### src/rtl/pea_pkg.sv
// pea_pkg: shared types, event codes and constants of the pointer event accumulator
// used by pea_divider and pointer_event_accumulator_unit; no dependencies
package pea_pkg;

  // coordinate width of the cursor position, 8 to 16
  localparam int CoordW = 16;
  localparam int CntW   = $clog2(CoordW);
  localparam int CoordMaxI = (1 << CoordW) - 1;
  localparam logic [15:0] COORD_MAX = 16'(CoordMaxI);

  // reset register values and derived reset position
  localparam int AbsRangeRstI = 32767;
  localparam int BoundXRstI   = 1919;
  localparam int BoundYRstI   = 1079;
  localparam int PosXRstI = ((BoundXRstI > CoordMaxI) ? CoordMaxI : BoundXRstI) / 2;
  localparam int PosYRstI = ((BoundYRstI > CoordMaxI) ? CoordMaxI : BoundYRstI) / 2;
  localparam logic [15:0] ABS_RANGE_RST = 16'(AbsRangeRstI);
  localparam logic [15:0] BOUND_X_RST   = 16'(BoundXRstI);
  localparam logic [15:0] BOUND_Y_RST   = 16'(BoundYRstI);
  localparam logic [CoordW-1:0] POS_X_RST = CoordW'(PosXRstI);
  localparam logic [CoordW-1:0] POS_Y_RST = CoordW'(PosYRstI);

  // event types
  localparam logic [15:0] EV_SYN = 16'd0;
  localparam logic [15:0] EV_KEY = 16'd1;
  localparam logic [15:0] EV_REL = 16'd2;
  localparam logic [15:0] EV_ABS = 16'd3;

  // event codes
  localparam logic [15:0] AXIS_X          = 16'd0;
  localparam logic [15:0] AXIS_Y          = 16'd1;
  localparam logic [15:0] KEY_CODE_LEFT   = 16'h0110;
  localparam logic [15:0] KEY_CODE_RIGHT  = 16'h0111;
  localparam logic [15:0] KEY_CODE_MIDDLE = 16'h0112;
  localparam logic [15:0] SYN_CODE_REPORT = 16'd0;

  // button mask bits
  localparam logic [2:0] BTN_L_BIT = 3'h1;
  localparam logic [2:0] BTN_R_BIT = 3'h2;
  localparam logic [2:0] BTN_M_BIT = 3'h4;

  // configuration register indexes
  localparam int CfgIdxW = 8;
  localparam logic [CfgIdxW-1:0] CFG_ABS_X_RANGE    = 8'd0;
  localparam logic [CfgIdxW-1:0] CFG_ABS_Y_RANGE    = 8'd1;
  localparam logic [CfgIdxW-1:0] CFG_SCREEN_X_BOUND = 8'd2;
  localparam logic [CfgIdxW-1:0] CFG_SCREEN_Y_BOUND = 8'd3;

  typedef struct packed {
    logic [15:0] event_type;
    logic [15:0] event_code;
    logic signed [31:0] event_value;
  } pea_in_t;

  typedef struct packed {
    logic [15:0] cursor_x;
    logic [15:0] cursor_y;
    logic [2:0]  button_mask;
  } pea_out_t;

  // request and response of the shared scaling unit
  typedef struct packed {
    logic              start;
    logic [31:0]       value;
    logic [15:0]       range;
    logic [CoordW-1:0] bound;
  } pea_div_req_t;

  typedef struct packed {
    logic              done;
    logic [CoordW-1:0] quotient;
  } pea_div_rsp_t;

  typedef enum logic [1:0] {
    DV_IDLE,
    DV_MUL,
    DV_ITER,
    DV_DONE
  } pea_div_state_t;

  typedef enum logic [2:0] {
    ST_IDLE,
    ST_EXEC,
    ST_X_START,
    ST_X_WAIT,
    ST_Y_START,
    ST_Y_WAIT,
    ST_DONE
  } pea_state_t;

  // saturate a bound register to the coordinate range
  function automatic logic [CoordW-1:0] eff_bound(input logic [15:0] reg_val);
    logic [CoordW-1:0] res;
    if (reg_val > COORD_MAX) begin
      res = COORD_MAX[CoordW-1:0];
    end else begin
      res = reg_val[CoordW-1:0];
    end
    return res;
  endfunction

endpackage

### src/rtl/pea_divider.sv
// pea_divider: shared scaling unit, clamp and multiply once, then restoring division
// one quotient bit per cycle; depends on pea_pkg
module pea_divider import pea_pkg::*; (
  input  logic         clk,
  input  logic         rst_n,
  input  pea_div_req_t req,
  output pea_div_rsp_t rsp
);

  localparam int ProdW = 16 + CoordW;

  pea_div_state_t    state_r, state_nxt;
  logic [CntW-1:0]   cnt_r, cnt_nxt;
  logic [15:0]       a_r, a_nxt;
  logic [15:0]       range_r, range_nxt;
  logic [CoordW-1:0] bound_r, bound_nxt;
  logic [15:0]       rem_r, rem_nxt;
  logic [CoordW-1:0] lo_r, lo_nxt;

  logic [ProdW-1:0]  prod;
  logic [16:0]       trial;
  logic [16:0]       diff;
  logic              ge;

  // product of clamped value and bound; the high part stays below the range
  assign prod  = ProdW'(a_r) * ProdW'(bound_r);
  // one restoring step
  assign trial = {rem_r, lo_r[CoordW-1]};
  assign ge    = trial >= {1'b0, range_r};
  assign diff  = trial - {1'b0, range_r};

  always_ff @(posedge clk) begin
    if (!rst_n) begin
      state_r <= DV_IDLE;
      cnt_r   <= '0;
    end else begin
      state_r <= state_nxt;
      cnt_r   <= cnt_nxt;
    end
    a_r     <= a_nxt;
    range_r <= range_nxt;
    bound_r <= bound_nxt;
    rem_r   <= rem_nxt;
    lo_r    <= lo_nxt;
  end

  // sequencer of the unit
  always_comb begin
    state_nxt = state_r;
    cnt_nxt   = cnt_r;
    a_nxt     = a_r;
    range_nxt = range_r;
    bound_nxt = bound_r;
    rem_nxt   = rem_r;
    lo_nxt    = lo_r;
    rsp.done     = 1'b0;
    rsp.quotient = lo_r;
    unique case (state_r)
      DV_IDLE: begin
        if (req.start) begin
          if (req.value > {16'd0, req.range}) begin
            a_nxt = req.range;
          end else begin
            a_nxt = req.value[15:0];
          end
          range_nxt = req.range;
          bound_nxt = req.bound;
          state_nxt = DV_MUL;
        end
      end
      DV_MUL: begin
        rem_nxt   = prod[ProdW-1:CoordW];
        lo_nxt    = prod[CoordW-1:0];
        cnt_nxt   = '0;
        state_nxt = DV_ITER;
      end
      DV_ITER: begin
        rem_nxt = ge ? diff[15:0] : trial[15:0];
        lo_nxt  = {lo_r[CoordW-2:0], ge};
        cnt_nxt = cnt_r + 1'b1;
        if (cnt_r == CntW'(CoordW - 1)) begin
          state_nxt = DV_DONE;
        end
      end
      DV_DONE: begin
        rsp.done  = 1'b1;
        state_nxt = DV_IDLE;
      end
      default: state_nxt = DV_IDLE;
    endcase
  end

endmodule

### src/rtl/pointer_event_accumulator_unit.sv
// pointer_event_accumulator_unit: event decode, cursor state and result register
// depends on pea_pkg and pea_divider
// a key, rel, abs or other event passes the decode and done states into the result register;
// a sync report adds per applied axis a start state, one multiply, 16 iterations
// of the shared divider and a handoff, with the x axis scaled before the y axis.
// one event in flight, a new one is taken only once the block is back in idle; the next is taken while a
// result waits in the output register, a stalled result holds the block in its last step.
// synchronous active-low reset: registers to defaults, cursor at the center of the bounds.
module pointer_event_accumulator_unit import pea_pkg::*; (
  input  logic               clk,
  input  logic               rst_n,
  input  logic               in_valid,
  output logic               in_stall,
  input  pea_in_t            in_data,
  output logic               out_valid,
  input  logic               out_stall,
  output pea_out_t           out_data,
  input  logic               cfg_we,
  input  logic [CfgIdxW-1:0] cfg_index,
  input  logic [15:0]        cfg_wdata
);

  pea_state_t        state_r, state_nxt;
  pea_in_t           ev_r, ev_nxt;
  logic [15:0]       abs_x_range_r, abs_x_range_nxt;
  logic [15:0]       abs_y_range_r, abs_y_range_nxt;
  logic [15:0]       bound_x_r, bound_x_nxt;
  logic [15:0]       bound_y_r, bound_y_nxt;
  logic [CoordW-1:0] pos_x_r, pos_x_nxt;
  logic [CoordW-1:0] pos_y_r, pos_y_nxt;
  logic [2:0]        buttons_r, buttons_nxt;
  logic [31:0]       pend_x_r, pend_x_nxt;
  logic [31:0]       pend_y_r, pend_y_nxt;
  logic              pend_x_vld_r, pend_x_vld_nxt;
  logic              pend_y_vld_r, pend_y_vld_nxt;
  logic              scale_y_r, scale_y_nxt;
  logic              out_valid_r, out_valid_nxt;
  pea_out_t          out_data_r, out_data_nxt;

  logic [CoordW-1:0] eff_x, eff_y;
  logic [CoordW-1:0] cfg_eff;
  logic [CoordW-1:0] rel_pos, rel_bound;
  logic [33:0]       rel_sum;
  logic [CoordW-1:0] rel_res;
  logic [2:0]        btn_bit;
  pea_div_req_t      div_req;
  pea_div_rsp_t      div_rsp;

  assign eff_x   = eff_bound(bound_x_r);
  assign eff_y   = eff_bound(bound_y_r);
  assign cfg_eff = eff_bound(cfg_wdata);

  // relative move with saturation at zero and the bound
  assign rel_pos   = (ev_r.event_code == AXIS_X) ? pos_x_r : pos_y_r;
  assign rel_bound = (ev_r.event_code == AXIS_X) ? eff_x : eff_y;
  assign rel_sum   = 34'(rel_pos) + {{2{ev_r.event_value[31]}}, ev_r.event_value};
  always_comb begin
    if (rel_sum[33]) begin
      rel_res = '0;
    end else if (rel_sum > 34'(rel_bound)) begin
      rel_res = rel_bound;
    end else begin
      rel_res = rel_sum[CoordW-1:0];
    end
  end

  // button selected by the key code
  always_comb begin
    unique case (ev_r.event_code)
      KEY_CODE_LEFT:   btn_bit = BTN_L_BIT;
      KEY_CODE_RIGHT:  btn_bit = BTN_R_BIT;
      KEY_CODE_MIDDLE: btn_bit = BTN_M_BIT;
      default:         btn_bit = 3'b000;
    endcase
  end

  // shared scaling unit
  pea_divider u_div (
    .clk   (clk),
    .rst_n (rst_n),
    .req   (div_req),
    .rsp   (div_rsp)
  );

  always_ff @(posedge clk) begin
    if (!rst_n) begin
      state_r       <= ST_IDLE;
      abs_x_range_r <= ABS_RANGE_RST;
      abs_y_range_r <= ABS_RANGE_RST;
      bound_x_r     <= BOUND_X_RST;
      bound_y_r     <= BOUND_Y_RST;
      pos_x_r       <= POS_X_RST;
      pos_y_r       <= POS_Y_RST;
      buttons_r     <= '0;
      pend_x_r      <= '0;
      pend_y_r      <= '0;
      pend_x_vld_r  <= 1'b0;
      pend_y_vld_r  <= 1'b0;
      scale_y_r     <= 1'b0;
      out_valid_r   <= 1'b0;
    end else begin
      state_r       <= state_nxt;
      abs_x_range_r <= abs_x_range_nxt;
      abs_y_range_r <= abs_y_range_nxt;
      bound_x_r     <= bound_x_nxt;
      bound_y_r     <= bound_y_nxt;
      pos_x_r       <= pos_x_nxt;
      pos_y_r       <= pos_y_nxt;
      buttons_r     <= buttons_nxt;
      pend_x_r      <= pend_x_nxt;
      pend_y_r      <= pend_y_nxt;
      pend_x_vld_r  <= pend_x_vld_nxt;
      pend_y_vld_r  <= pend_y_vld_nxt;
      scale_y_r     <= scale_y_nxt;
      out_valid_r   <= out_valid_nxt;
    end
    ev_r       <= ev_nxt;
    out_data_r <= out_data_nxt;
  end

  // sequencer, event decode and configuration writes
  always_comb begin
    state_nxt       = state_r;
    ev_nxt          = ev_r;
    abs_x_range_nxt = abs_x_range_r;
    abs_y_range_nxt = abs_y_range_r;
    bound_x_nxt     = bound_x_r;
    bound_y_nxt     = bound_y_r;
    pos_x_nxt       = pos_x_r;
    pos_y_nxt       = pos_y_r;
    buttons_nxt     = buttons_r;
    pend_x_nxt      = pend_x_r;
    pend_y_nxt      = pend_y_r;
    pend_x_vld_nxt  = pend_x_vld_r;
    pend_y_vld_nxt  = pend_y_vld_r;
    scale_y_nxt     = scale_y_r;
    out_data_nxt    = out_data_r;
    in_stall        = (state_r != ST_IDLE);
    div_req.start   = 1'b0;
    div_req.value   = pend_x_r;
    div_req.range   = abs_x_range_r;
    div_req.bound   = eff_x;

    // result register drains on an output transfer
    out_valid_nxt = out_valid_r && out_stall;

    unique case (state_r)
      ST_IDLE: begin
        if (in_valid) begin
          ev_nxt    = in_data;
          state_nxt = ST_EXEC;
        end
      end
      ST_EXEC: begin
        state_nxt = ST_DONE;
        unique case (ev_r.event_type)
          EV_ABS: begin
            if (ev_r.event_code == AXIS_X) begin
              pend_x_nxt     = ev_r.event_value;
              pend_x_vld_nxt = 1'b1;
            end else if (ev_r.event_code == AXIS_Y) begin
              pend_y_nxt     = ev_r.event_value;
              pend_y_vld_nxt = 1'b1;
            end
          end
          EV_REL: begin
            if (ev_r.event_code == AXIS_X) begin
              pos_x_nxt = rel_res;
            end else if (ev_r.event_code == AXIS_Y) begin
              pos_y_nxt = rel_res;
            end
          end
          EV_KEY: begin
            if (ev_r.event_value != 32'sd0) begin
              buttons_nxt = buttons_r | btn_bit;
            end else begin
              buttons_nxt = buttons_r & ~btn_bit;
            end
          end
          EV_SYN: begin
            if (ev_r.event_code == SYN_CODE_REPORT) begin
              scale_y_nxt    = pend_y_vld_r && (abs_y_range_r != 16'd0);
              pend_x_vld_nxt = 1'b0;
              pend_y_vld_nxt = 1'b0;
              if (pend_x_vld_r && (abs_x_range_r != 16'd0)) begin
                state_nxt = ST_X_START;
              end else if (pend_y_vld_r && (abs_y_range_r != 16'd0)) begin
                state_nxt = ST_Y_START;
              end
            end
          end
          default: ;
        endcase
      end
      ST_X_START: begin
        div_req.start = 1'b1;
        state_nxt     = ST_X_WAIT;
      end
      ST_X_WAIT: begin
        if (div_rsp.done) begin
          pos_x_nxt = div_rsp.quotient;
          state_nxt = scale_y_r ? ST_Y_START : ST_DONE;
        end
      end
      ST_Y_START: begin
        div_req.start = 1'b1;
        div_req.value = pend_y_r;
        div_req.range = abs_y_range_r;
        div_req.bound = eff_y;
        state_nxt     = ST_Y_WAIT;
      end
      ST_Y_WAIT: begin
        if (div_rsp.done) begin
          pos_y_nxt = div_rsp.quotient;
          state_nxt = ST_DONE;
        end
      end
      ST_DONE: begin
        if (!out_valid_r || !out_stall) begin
          out_valid_nxt            = 1'b1;
          out_data_nxt.cursor_x    = 16'(pos_x_r);
          out_data_nxt.cursor_y    = 16'(pos_y_r);
          out_data_nxt.button_mask = buttons_r;
          state_nxt                = ST_IDLE;
        end
      end
      default: state_nxt = ST_IDLE;
    endcase

    // configuration write only while idle is the user's duty, unchecked; a bound write clamps the cursor
    if (cfg_we) begin
      unique case (cfg_index)
        CFG_ABS_X_RANGE: abs_x_range_nxt = cfg_wdata;
        CFG_ABS_Y_RANGE: abs_y_range_nxt = cfg_wdata;
        CFG_SCREEN_X_BOUND: begin
          bound_x_nxt = cfg_wdata;
          if (pos_x_r > cfg_eff) begin
            pos_x_nxt = cfg_eff;
          end
        end
        CFG_SCREEN_Y_BOUND: begin
          bound_y_nxt = cfg_wdata;
          if (pos_y_r > cfg_eff) begin
            pos_y_nxt = cfg_eff;
          end
        end
        default: ;
      endcase
    end
  end

  assign out_valid = out_valid_r;
  assign out_data  = out_data_r;

endmodule
### config.mk
export PLATFORM = sky130hd
export DESIGN_NAME = pointer_event_accumulator_unit
export DESIGN_NICKNAME = d
export VERILOG_FILES = /design/src/rtl/pea_pkg.sv /design/src/rtl/pea_divider.sv /design/src/rtl/pointer_event_accumulator_unit.sv
export SDC_FILE = /design/constraint.sdc
export NUM_CORES = 1
export LEC_CHECK = 0
export BUFFER_PORTS_ARGS = -buffer_cell sky130_fd_sc_hd__buf_2
export CORE_UTILIZATION = 62
export DETAILED_ROUTE_END_ITERATION = 6
export HOLD_SLACK_MARGIN = 0.02
export PLACE_DENSITY_LB_ADDON = 0.3
export SETUP_SLACK_MARGIN = 0.1
export SLEW_MARGIN = 20
export SYNTH_ARGS = -nofsm -noshare
export SYNTH_HDL_FRONTEND = slang
export SYNTH_SLANG_ARGS = --single-unit
### constraint.sdc
create_clock -name clk -period 10.7 [get_ports clk]
set_input_delay 1.07 -clock clk [delete_from_list [all_inputs] [get_ports clk]]
set_output_delay 1.07 -clock clk [all_outputs]
set_load 0.01 [all_outputs]
**Yosys cells after proc, flatten, opt, wreduce, memory -nomap -nowiden**

Index checks and enable logic that the tools add are counted.

- Memory bits (writable): 0
- Bits in latches: 0
- Register bits: 355
- Input port bits: 93
- Memories kept: 0
- Memory bits (read-only): 0
- Word-level logic and storage cells: 159

- Reduce and logical (&&, ||, !) cells: 33
- Div/mod/pow operators: 0
- Bitwise gates (word level): 4
- Order comparisons: 8
- Multipliers: 1
- Add/subtract/negate cells: 3
- Shift-type cells: 0
- Multiplexer cells: 53
- Eq/ne operators: 30

Operators by type and width:

| kind | number |
|---|---|
| two-way mux 16 bit | 22 |
| case mux 16 bit (2 select lines) | 4 |
| two-way mux 64 bit | 1 |
| equality test 16 x 9 -> 1 bit (second input constant) | 3 |
| greater-than comparator 16 bit (second input constant) | 3 |
| greater-than comparator 34 x 16 -> 1 bit | 1 |
| adder 17 x 32 -> 33 bit | 1 |
| equality test 16 x 1 -> 1 bit (second input constant) | 2 |
| equality test 16 x 2 -> 1 bit (second input constant) | 2 |
| greater-than comparator 16 bit | 2 |
| greater-than comparator 32 x 16 -> 1 bit | 1 |
| zero test 16 bit | 2 |
| multiplier 16 x 16 -> 32 bit | 1 |
| nonzero test 16 bit | 2 |
| nonzero test 32 bit | 1 |
| two-way mux 3 bit | 8 |
| case mux 3 bit (7 select lines) | 1 |
| != test 2 bit (second input constant) | 9 |
| AND reduction 2 bit | 9 |
| greater-or-equal comparator 17 x 16 -> 1 bit | 1 |
| equality test 8 x 2 -> 1 bit (second input constant) | 2 |
| subtractor 16 bit | 1 |
| AND reduction 4 bit | 3 |
| equality test 3 bit (second input constant) | 3 |
| 29 further kinds | 47 |

**Depth between registers and ports, before layout**

Gate-level depths: netlist of the first run.

- Depth in word-level cells: 13
- Depth in mapped cells: 30

**By module**

A second synthesis of the first run with hierarchy kept.

- Cell total of the unflattened synthesis: 2967
- Area total of the unflattened synthesis: 27775.4 sq um

By module, submodules not included:

| module | sequential area each (sq um) | cells an instance | area each (sq um) | times used |
|---|---|---|---|---|
| pointer_event_accumulator_unit | 6376.1 | 1592 | 14631.5 | 1 |
| pea_divider | 2522.4 | 1375 | 13143.9 | 1 |

**Worst setup path after synthesis of the first run**

No wires, ideal clock.

- Path type: reg2reg
- From: reg ev_r[44] in the netlist's numbering
- To: reg pos_y_r[10]
- Data arrival time: 7228 ps
- Clock period less this slack: 7381 ps
- Slack: 3319 ps
- Library setup time: 152 ps
- Path buffers: 5
- Stages on the path, launching flop included: 30
- Required time: 10548 ps
- Cells stage by stage: edfxtp_1 nor4_1 nand3_1 or4_1 nor2_1 buf_2 buf_1 clkbuf_1 clkbuf_1 o21ai_0 ha_1 fa_1 a211oi_1 o21ai_0 a211oi_1 or2_2 xor2_1 inv_1 ha_1 and4_1 or4bb_1 o211ai_1 nand4_1 nor4b_1 nand3_1 or4b_4 buf_6 or3_1 a31oi_1 a21oi_1

- Cells in the longest elaborated chain, start to end: 13
- Elaborated cells on any way between the ends: 15
- Those cells by class: add/sub: 1; order compare: 1; eq/ne: 1; mux: 11; reduce/logical: 1

Ends and longest elaborated chain:

| element | line | source |
|---|---|---|
| start, declared | pointer_event_accumulator_unit.sv:24 | `pea_in_t ev_r, ev_nxt;` |
| start signal, assigned | pointer_event_accumulator_unit.sv:117 | `ev_r <= ev_nxt;` |
| zero test 16 bit | pointer_event_accumulator_unit.sv:54, pointer_event_accumulator_unit.sv:55, pointer_event_accumulator_unit.sv:167 |  |
| two-way mux 16 bit | pointer_event_accumulator_unit.sv:54 | `assign rel_pos = (ev_r.event_code == AXIS_X) ? pos_x_r : pos_y_r;` |
| adder 17 x 32 -> 33 bit | pointer_event_accumulator_unit.sv:56 | `assign rel_sum = 34'(rel_pos) + {{2{ev_r.event_value[31]}}, ev_r.event_value};` |
| greater-than comparator 34 x 16 -> 1 bit | pointer_event_accumulator_unit.sv:60 | `end else if (rel_sum > 34'(rel_bound)) begin` |
| two-way mux 16 bit | pointer_event_accumulator_unit.sv:60 |  |
| two-way mux 16 bit | pointer_event_accumulator_unit.sv:58 | `if (rel_sum[33]) begin` |
| two-way mux 16 bit | pointer_event_accumulator_unit.sv:169 | `end else if (ev_r.event_code == AXIS_Y) begin` |
| two-way mux 16 bit * | pointer_event_accumulator_unit.sv:167 | `if (ev_r.event_code == AXIS_X) begin` |
| two-way mux 16 bit * | pointer_event_accumulator_unit.sv:156 | `unique case (ev_r.event_type)` |
| case mux 16 bit (2 select lines) * | pointer_event_accumulator_unit.sv:147 | `unique case (state_r)` |
| two-way mux 16 bit | pointer_event_accumulator_unit.sv:243 | `if (pos_y_r > cfg_eff) begin` |
| two-way mux 16 bit | pointer_event_accumulator_unit.sv:232 | `unique case (cfg_index)` |
| two-way mux 16 bit * | pointer_event_accumulator_unit.sv:231 | `if (cfg_we) begin` |
| end signal, assigned | pointer_event_accumulator_unit.sv:108 | `pos_y_r <= pos_y_nxt;` |
| end, declared | pointer_event_accumulator_unit.sv:30 | `logic [CoordW-1:0] pos_y_r, pos_y_nxt;` |

Mark *: on every way between the ends. The rest lies on a longest branch, timed or not.
A chain may end at the register's enable or synchronous reset.

**Final worst setup path of the first run**

- From: reg ev_r[38] in the netlist's numbering
- To: reg pos_y_r[3]

Same word-level chain as after synthesis.

==> qor.yml, run 1 <==
cts_hold_repair.buffers: 0
min_period_over_period: 0.7252
cts_root_buffer: "sky130_fd_sc_hd__clkbuf_16"
synth_sequential_area_ratio: 0.3275
clkLatencyLatePin_ns: 0.56
synth_async_sr_flop_share: 0
violations: "design-rule violations"
timing.slew.headroom: 0.2216
hp-class: "reg2reg"
rsz_0062_raised_after_global_routing: "false"
synth_cells: 2956
report.final.slew_viol_count: 0
crit_path_start_kind: "flop"
cap_viol_max_count: 0
tightest_slew_ns: 1.160
postLayoutCellArea_mm2: 0.02957
path_cells: "nor4_1 -> nand3_1 -> or4_1 -> nor2_4 -> buf_4 -> mux2_2 -> ha_1 -> o211ai_1 -> o21ai_0 -> o211ai_1 -> a311o_1 -> and2_1 -> xnor2_1 -> ha_1 -> and4_1 -> or4bb_1 -> a22oi_1 -> nand4_1 -> nor4_1 -> nand3_1 -> nor4b_2 -> nand2_1 -> o21ai_0 -> o221ai_1"
postSynthRegisterBits: 355
grt_first_pass_wirelength_um: 124600
cts.htree.levels: 2
crit_path_max_fanout: 50
finalSetupViolations: 0
final_hold_viol_count: 0
skew_ns: 0.02700
top_cell_type_by_total_area_after_synthesis: "sky130_fd_sc_hd__edfxtp_1"
route.detailed.wl_per_inst_um: 21.85
drt-pass1-iter-count: 7
drtIter0Drc: 1980
clock_tree_from_tritoncts: "done"
final_core_utilization: 0.6849
critPathSlowestCell: "sky130_fd_sc_hd__nor4b_2"
timing.critical_path.buf_inv: 1
vias_per_cell: 6.246
tritoncts_num_sinks: 355
synth.distinct_cells: 78
synth.cell_area_mm2: 0.02717
dp_hpwl_um: 59490
cp_num_cells: 24
drt.antenna.violating_nets: 0
placement_rows: 76
worst_ep_required_time_ns: 11.11
number_of_global_route_vias_before_repair: 22905
synthToLayoutAreaGrowth_pct: 8.828
core_mm2: 0.04317
wirelength_um: 79140
average_instance_area_after_synthesis_um2: 9.192
yosys_most_used_dff: "sky130_fd_sc_hd__edfxtp_1"
syn_nets: 3450
synth_area_leaders: "sky130_fd_sc_hd__edfxtp_1 20%, sky130_fd_sc_hd__fa_1 14%, sky130_fd_sc_hd__dfxtp_1 13%"
maximum_number_of_pins_on_one_net_before_global_route_repair: 69
clock_tree.buffer_depth: 3
r2r.worst_path.cells: 24
yosysWarnings: 0
cts.reportedPaths.clkPinSlew_ns: 0.07
fp.dieW_um: 211.3
synth_enable_flop_cells: 179
remaining_drc_errors: 1
worstSetupEndpointType: "flop"
vias: 22617
global_route.overflow_total: 0
setup_tns_ns: 0
hold_path_depth: 0
place.port_buffers: 129
number_of_clock_buffers_inserted_by_tritoncts: 38
timing.fmax_mhz: 128.9
initial_core_util: 0.6294
final.min_clock_period_ns: 7.759
antenna_violations_before_repair: 0
worst_path_largest_cell_delay_ns: 0.62
postCtsResizedCells: 0
grt_usage: 0.3618
finalNetCount: 3499
io_pins: 130
setup.worst_path.class: "reg2reg"
post_cts_setup_bufs: 0
timing.critical_path.max_delay_family: "simple AND/OR/NAND/NOR gates"
routabilityCongestion: 1.021
die_height_um: 211.3
postPlaceCellArea_mm2: 0.02818
run_status: "complete, but fails checks"
cp.arrival_ns: 8.17
final_layout_size_suffix_gt1_frac: 0.1054
synth_top_cell_area_share: 0.1978
worst_hold_slack_ns: 0.4230
floorplan.die_area_mm2: 0.04466
[state kept, by name, indices dropped and copies added (netlist names), 2 cells and up, named ones only]
name	count
u_div.lo_r	16
u_div.rem_r	16
out_data	35
abs_x_range_r	16
pend_y_r	32
bound_x_r	16
u_div.range_r	16
u_div.state_r	2
u_div.bound_r	16
pos_y_r	16
bound_y_r	16
u_div.a_r	16
pend_x_r	32
ev_r	64
abs_y_range_r	16
state_r	3
u_div.cnt_r	4
pos_x_r	16
[per-layer routing]
layer	vias to the layer above	part of all wire	GRT usage
li1	10303	-	-
met1	10968	0.40	0.4490
met2	1046	0.48	0.6069
met3	300	0.075	0.06498
met4	0	0.053	0.1807
met5	-	0	0
[cells in the final DEF (no fill, tap or decap), types with 36 or more instances in the layout]
master	Yosys	final
sky130_fd_sc_hd__dfxtp_1	176	176
sky130_fd_sc_hd__clkbuf_16	0	40
sky130_fd_sc_hd__fa_1	196	196
sky130_fd_sc_hd__inv_1	309	308
sky130_fd_sc_hd__a21oi_1	190	189
sky130_fd_sc_hd__and2_1	107	107
sky130_fd_sc_hd__o211ai_1	69	69
sky130_fd_sc_hd__edfxtp_1	179	179
sky130_fd_sc_hd__nor2_1	89	88
sky130_fd_sc_hd__buf_2	12	129
sky130_fd_sc_hd__nor4_1	36	36
sky130_fd_sc_hd__mux2i_1	52	51
sky130_fd_sc_hd__ha_1	205	204
sky130_fd_sc_hd__nand3_1	57	57
sky130_fd_sc_hd__mux2_2	63	63
sky130_fd_sc_hd__nand2_1	520	519
sky130_fd_sc_hd__nand4_1	39	39
sky130_fd_sc_hd__o21ai_0	122	120
[cells in the mapped netlist, drive strengths merged, types with 5 or more instances]
master	count
nand3	57
dfxtp	176
o22ai	8
edfxtp	179
a31oi	20
nor2	89
or2	11
and2	108
o31ai	8
nand2	520
a21oi	190
a22o	6
a221oi	20
nor2b	13
a211o	6
or3	18
and3	15
buf	26
xor2	27
mux2i	52
nand4	39
nor3b	8
or4	5
o21bai	7
o211ai	69
a211oi	22
a22oi	9
nand2b	17
clkbuf	119
inv	309
xnor2	26
nor4	36
o21a	16
a21o	32
o21ai	132
ha	205
nor3	35
fa	196
mux2	63
[cell type report]
type                       instances  area [um^2]
antenna                            1        2.502
timing repair buffer             154        840.8
sequential                       355         8899
tap                              585        732.0
inverter                         309         1161
multi-input combinational       2147        16570
clock inverter                    22        275.3
fill                            3395        13600
clock buffer                      48         1091
[worst reg2reg max path: stages, from the launching register on]
cell	delay (ns)
sky130_fd_sc_hd__edfxtp_1	0.38
sky130_fd_sc_hd__nor4_1	0.32
sky130_fd_sc_hd__nand3_1	0.17
sky130_fd_sc_hd__or4_1	0.49
sky130_fd_sc_hd__nor2_4	0.10
sky130_fd_sc_hd__buf_4	0.51
sky130_fd_sc_hd__mux2_2	0.43
sky130_fd_sc_hd__ha_1	0.34
sky130_fd_sc_hd__o211ai_1	0.13
sky130_fd_sc_hd__o21ai_0	0.55
sky130_fd_sc_hd__o211ai_1	0.18
sky130_fd_sc_hd__a311o_1	0.36
sky130_fd_sc_hd__and2_1	0.20
sky130_fd_sc_hd__xnor2_1	0.17
sky130_fd_sc_hd__ha_1	0.34
sky130_fd_sc_hd__and4_1	0.22
sky130_fd_sc_hd__or4bb_1	0.53
sky130_fd_sc_hd__a22oi_1	0.16
sky130_fd_sc_hd__nand4_1	0.10
sky130_fd_sc_hd__nor4_1	0.26
sky130_fd_sc_hd__nand3_1	0.17
sky130_fd_sc_hd__nor4b_2	0.62
sky130_fd_sc_hd__nand2_1	0.34
sky130_fd_sc_hd__o21ai_0	0.41
sky130_fd_sc_hd__o221ai_1	0.15
[per-stage QoR]
stage	cells	setup WS, ns
floorplan	2956	3.319
global placement	3549	3.181
detailed placement	3549	3.018
CTS	3619	2.961
global route	3620	2.374
finish	3621	2.941
[cell families after synthesis]
group | count (synthesis) | synth area share
AND/OR/NAND/NOR | 991 | 0.1710
AO/OA/AOI/OAI | 587 | 0.1359
buffers and inverters | 454 | 0.06438
adder cells (fa/ha/maj) | 401 | 0.2388
flip-flops | 355 | 0.3275
multiplexers | 115 | 0.04527
XOR/XNOR | 53 | 0.01708
[final timing paths]
check | from | to | slack [ns]
max reg2reg | ev_r[38]$_DFFE_PP_ | pos_y_r[3]$_SDFF_PN1_ | 2.94
min | flop | out_data[0]$_DFFE_PP_ | 0.42
max | ev_r[38]$_DFFE_PP_ | pos_y_r[3]$_SDFF_PN1_ | 2.94
min reg2reg | flop | out_data[0]$_DFFE_PP_ | 0.42
Power of run 1 is left out: the tool's default activity adds up to more than one toggle a clock period on the data nets, which glitch-free logic cannot reach.
==> inputs of run 2 (changes only) <==
--- a/config.mk
+++ b/config.mk
@@ -6,7 +6,7 @@
 export NUM_CORES = 1
 export LEC_CHECK = 0
 export BUFFER_PORTS_ARGS = -buffer_cell sky130_fd_sc_hd__buf_2
-export CORE_UTILIZATION = 62
+export CORE_UTILIZATION = 57
 export DETAILED_ROUTE_END_ITERATION = 6
 export HOLD_SLACK_MARGIN = 0.02
 export PLACE_DENSITY_LB_ADDON = 0.3
==> constraint.sdc (replaced) <==
create_clock -name clk -period 6.4 [get_ports clk]
set_input_delay 0.64 -clock clk [delete_from_list [all_inputs] [get_ports clk]]
set_output_delay 0.64 -clock clk [all_outputs]
set_load 0.01 [all_outputs]
==> qor.yml, run 2 (synthesis results as in run 1) <==
remaining_drc_errors: 0  # was 1
crit_path_start_kind: "flop"  # unchanged
final.min_clock_period_ns: 6.658  # was 7.759 ns
number_of_global_route_vias_before_repair: 23949  # was 22905
max_ffs_per_register: 64  # unchanged
reg2reg_to: "pos_x_r[5]$_SDFF_PN1_"  # was pos_y_r[3]$_SDFF_PN1_
critPathSlowestCell: "sky130_fd_sc_hd__or4bb_4"  # was sky130_fd_sc_hd__nor4b_2
die_height_um: 220.3  # was 211.3 um
finalSetupViolations: 21  # was 0
final_hold_viol_count: 0  # unchanged
clock_tree_from_tritoncts: "done"  # unchanged
cts.htree.levels: 2  # unchanged
hold_path_depth: 1  # was 0
mostFrequentLayoutCells: "511 x sky130_fd_sc_hd__nand2_1, 294 x sky130_fd_sc_hd__inv_1, 245 x sky130_fd_sc_hd__buf_4"  # was 519 x sky130_fd_sc_hd__nand2_1, 308 x sky130_fd_sc_hd__inv_1, 204 x sky130_fd_sc_hd__ha_1
dp_hpwl_um: 63620  # was 59490 um
setup.worst_path.class: "reg2reg"  # unchanged
worst_ep_required_time_ns: 6.84  # was 11.11 ns
vias_per_cell: 6.098  # was 6.246
drtIter0Drc: 2105  # was 1980
min_to: "ev_r[40]$_DFFE_PP_"  # was out_data[0]$_DFFE_PP_
layout.cells.most_common: "sky130_fd_sc_hd__nand2_1"  # unchanged
clock_tree.buffer_depth: 3  # unchanged
antenna-diode-count: 0  # was 1
largest_register: "ev_r"  # unchanged
hp-class: "in2reg"  # was reg2reg
min_from: "in_data[40]"
tritoncts_num_sinks: 355  # unchanged
tightest_slew_ns: 1.062  # was 1.160 ns
layoutNonFillerInstCount: 3909  # was 3621
timing.slew.headroom: 0.2922  # was 0.2216
number_of_clock_buffers_inserted_by_tritoncts: 40  # was 38
skew_ns: 0.02397  # was 0.02700 ns
drt.antenna.violating_nets: 0  # unchanged
run_status: "complete, but fails checks"  # unchanged
wirelength_um: 85880  # was 79140 um
floorplan.die_area_mm2: 0.04855  # was 0.04466 mm^2
place_inst: 3760  # was 3549
antenna_violations_before_repair: 0  # unchanged
synthToLayoutAreaGrowth_pct: 19.75  # was 8.828%
global_route.overflow_total: 0  # unchanged
report.final.slew_viol_count: 0  # unchanged
violations: "negative setup slack"  # was design-rule violations
place.port_buffers: 129  # unchanged
fp.dieW_um: 220.3  # was 211.3 um
placement_rows: 79  # was 76
clkLatencyLatePin_ns: 0.58  # was 0.56 ns
setup_slack_ns: -0.2576  # was 2.941 ns
drt-pass1-iter-count: 7  # unchanged
rr_startpoint: "ev_r[44]$_DFFE_PP_"  # was ev_r[38]$_DFFE_PP_
wl_met1_um: 34030  # was 31280 um
cts.reportedPaths.clkPinSlew_ns: 0.06  # was 0.07 ns
core_mm2: 0.04675  # was 0.04317 mm^2
r2r.worst_path.cells: 31  # was 24
finalNetCount: 3764  # was 3499
route.detailed.wl_per_inst_um: 21.97  # was 21.85 um
route.met2.wl_um: 41230  # was 37740 um
worstSetupEndpointType: "flop"  # unchanged
min_period_over_period: 1.040  # was 0.7252
rsz_0062_raised_after_global_routing: "true"  # was false
timing.fmax_mhz: 150.2  # was 128.9 MHz
worst_hold_slack_ns: 0.2447  # was 0.4230 ns
cp.arrival_ns: 7.09  # was 8.17 ns
grt_usage: 0.3543  # was 0.3618
worst_path_largest_cell_delay_ns: 0.48  # was 0.62 ns
vias: 23837  # was 22617
maximum_number_of_pins_on_one_net_before_global_route_repair: 72  # was 69
crit_path_frequent_cell: "sky130_fd_sc_hd__buf_6"
initial_core_util: 0.5812  # was 0.6294
routabilityCongestion: 1.019  # was 1.021
io_pins: 130  # unchanged
length_of_routed_met3_wiring_um: 6185  # was 5960 um
grt_first_pass_wirelength_um: 132200  # was 124600 um
r2r_slack_ns: -0.26  # was 2.94 ns
cap_viol_max_count: 0  # unchanged
final_core_utilization: 0.6960  # was 0.6849
crit_path_max_fanout: 20  # was 50
cts_root_buffer: "sky130_fd_sc_hd__clkbuf_16"  # unchanged
top_layer: "met4"  # unchanged
final_layout_size_suffix_gt1_frac: 0.2202  # was 0.1054
run 2: cell types whose count changed in the layout (fill, tap and decap cells not counted), moves of 11 or more:
cell | before | now
sky130_fd_sc_hd__buf_4 | 24 | 245
sky130_fd_sc_hd__inv_2 | 0 | 14
sky130_fd_sc_hd__o21ai_2 | 3 | 19
sky130_fd_sc_hd__ha_1 | 204 | 184
sky130_fd_sc_hd__o21ai_0 | 120 | 91
sky130_fd_sc_hd__a21oi_1 | 189 | 174
sky130_fd_sc_hd__buf_6 | 0 | 36
sky130_fd_sc_hd__inv_1 | 308 | 294
sky130_fd_sc_hd__ha_4 | 0 | 16
sky130_fd_sc_hd__a21oi_2 | 1 | 12
run 2: stage by stage:
stage | instance area (um^2) | TNS [ns] | worst slack [ns]
floorplan | 27270 | 0 | 0.01708
global placement | 29700 | -2.297 | -0.1762
detailed placement | 29700 | -6.221 | -0.2477
CTS | 31530 | 0 | 0.0003353
global route | 32540 | -6.367 | -0.3863
finish | 32540 | -1.365 | -0.2576
run 2: critical path, delay by kind of cell (launching register included):
kind,cells,cell delay (ns)
adder cells (fa/ha/maj),2,0.69
flip-flops,1,0.38
AO/OA/AOI/OAI,5,1.21
buffers and inverters,8,1.16
AND/OR/NAND/NOR,15,2.92
XOR/XNOR,1,0.16
run 2: final cells by class:
cell class | count | area, um^2
clock buffers | 54 | 1086
clock inverters | 20 | 142.6
flip-flops and latches | 355 | 8899
inverters | 309 | 1161
multi-input cells | 2150 | 17530
well taps | 607 | 759.5
repair buffers | 414 | 2963
fillers | 3555 | 14210
run 2: what timing repair did:
| item | CTS | global route |
|---|---|---|
| endpoints found under the setup margin | 41 | 43 |
| resized for setup | 81 | 160 |
| setup buffers | 26 | 48 |
| pin swaps | 50 | 136 |
| hold buffers | 0 | 0 |
| gates cloned | 4 | 1 |
run 2: per-layer routing:
layer,up-vias,global-route usage
met3,302,0.05388
met1,11638,0.4477
met2,1073,0.5951
met5,-,0
li1,10824,-
met4,0,0.1685
run 2: worst max path at each step:
| stage | depth (start not counted) | endpoint | start |
|---|---|---|---|
| detailed placement | 24 | pos_y_r[8]$_SDFF_PN0_ | ev_r[34]$_DFFE_PP_ |
| global route | 31 | pos_x_r[5]$_SDFF_PN1_ | ev_r[39]$_DFFE_PP_ |
| finish | 31 | pos_x_r[5]$_SDFF_PN1_ | ev_r[44]$_DFFE_PP_ |
| global placement | 21 | u_div.rem_r[15]$_DFFE_PP_ | u_div.a_r[8]$_DFFE_PP_ |
| floorplan | 29 | pos_y_r[10]$_SDFF_PN0_ | ev_r[42]$_DFFE_PP_ |
| CTS | 28 | pos_y_r[8]$_SDFF_PN0_ | ev_r[44]$_DFFE_PP_ |
Power of run 2 is left out for the same reason.
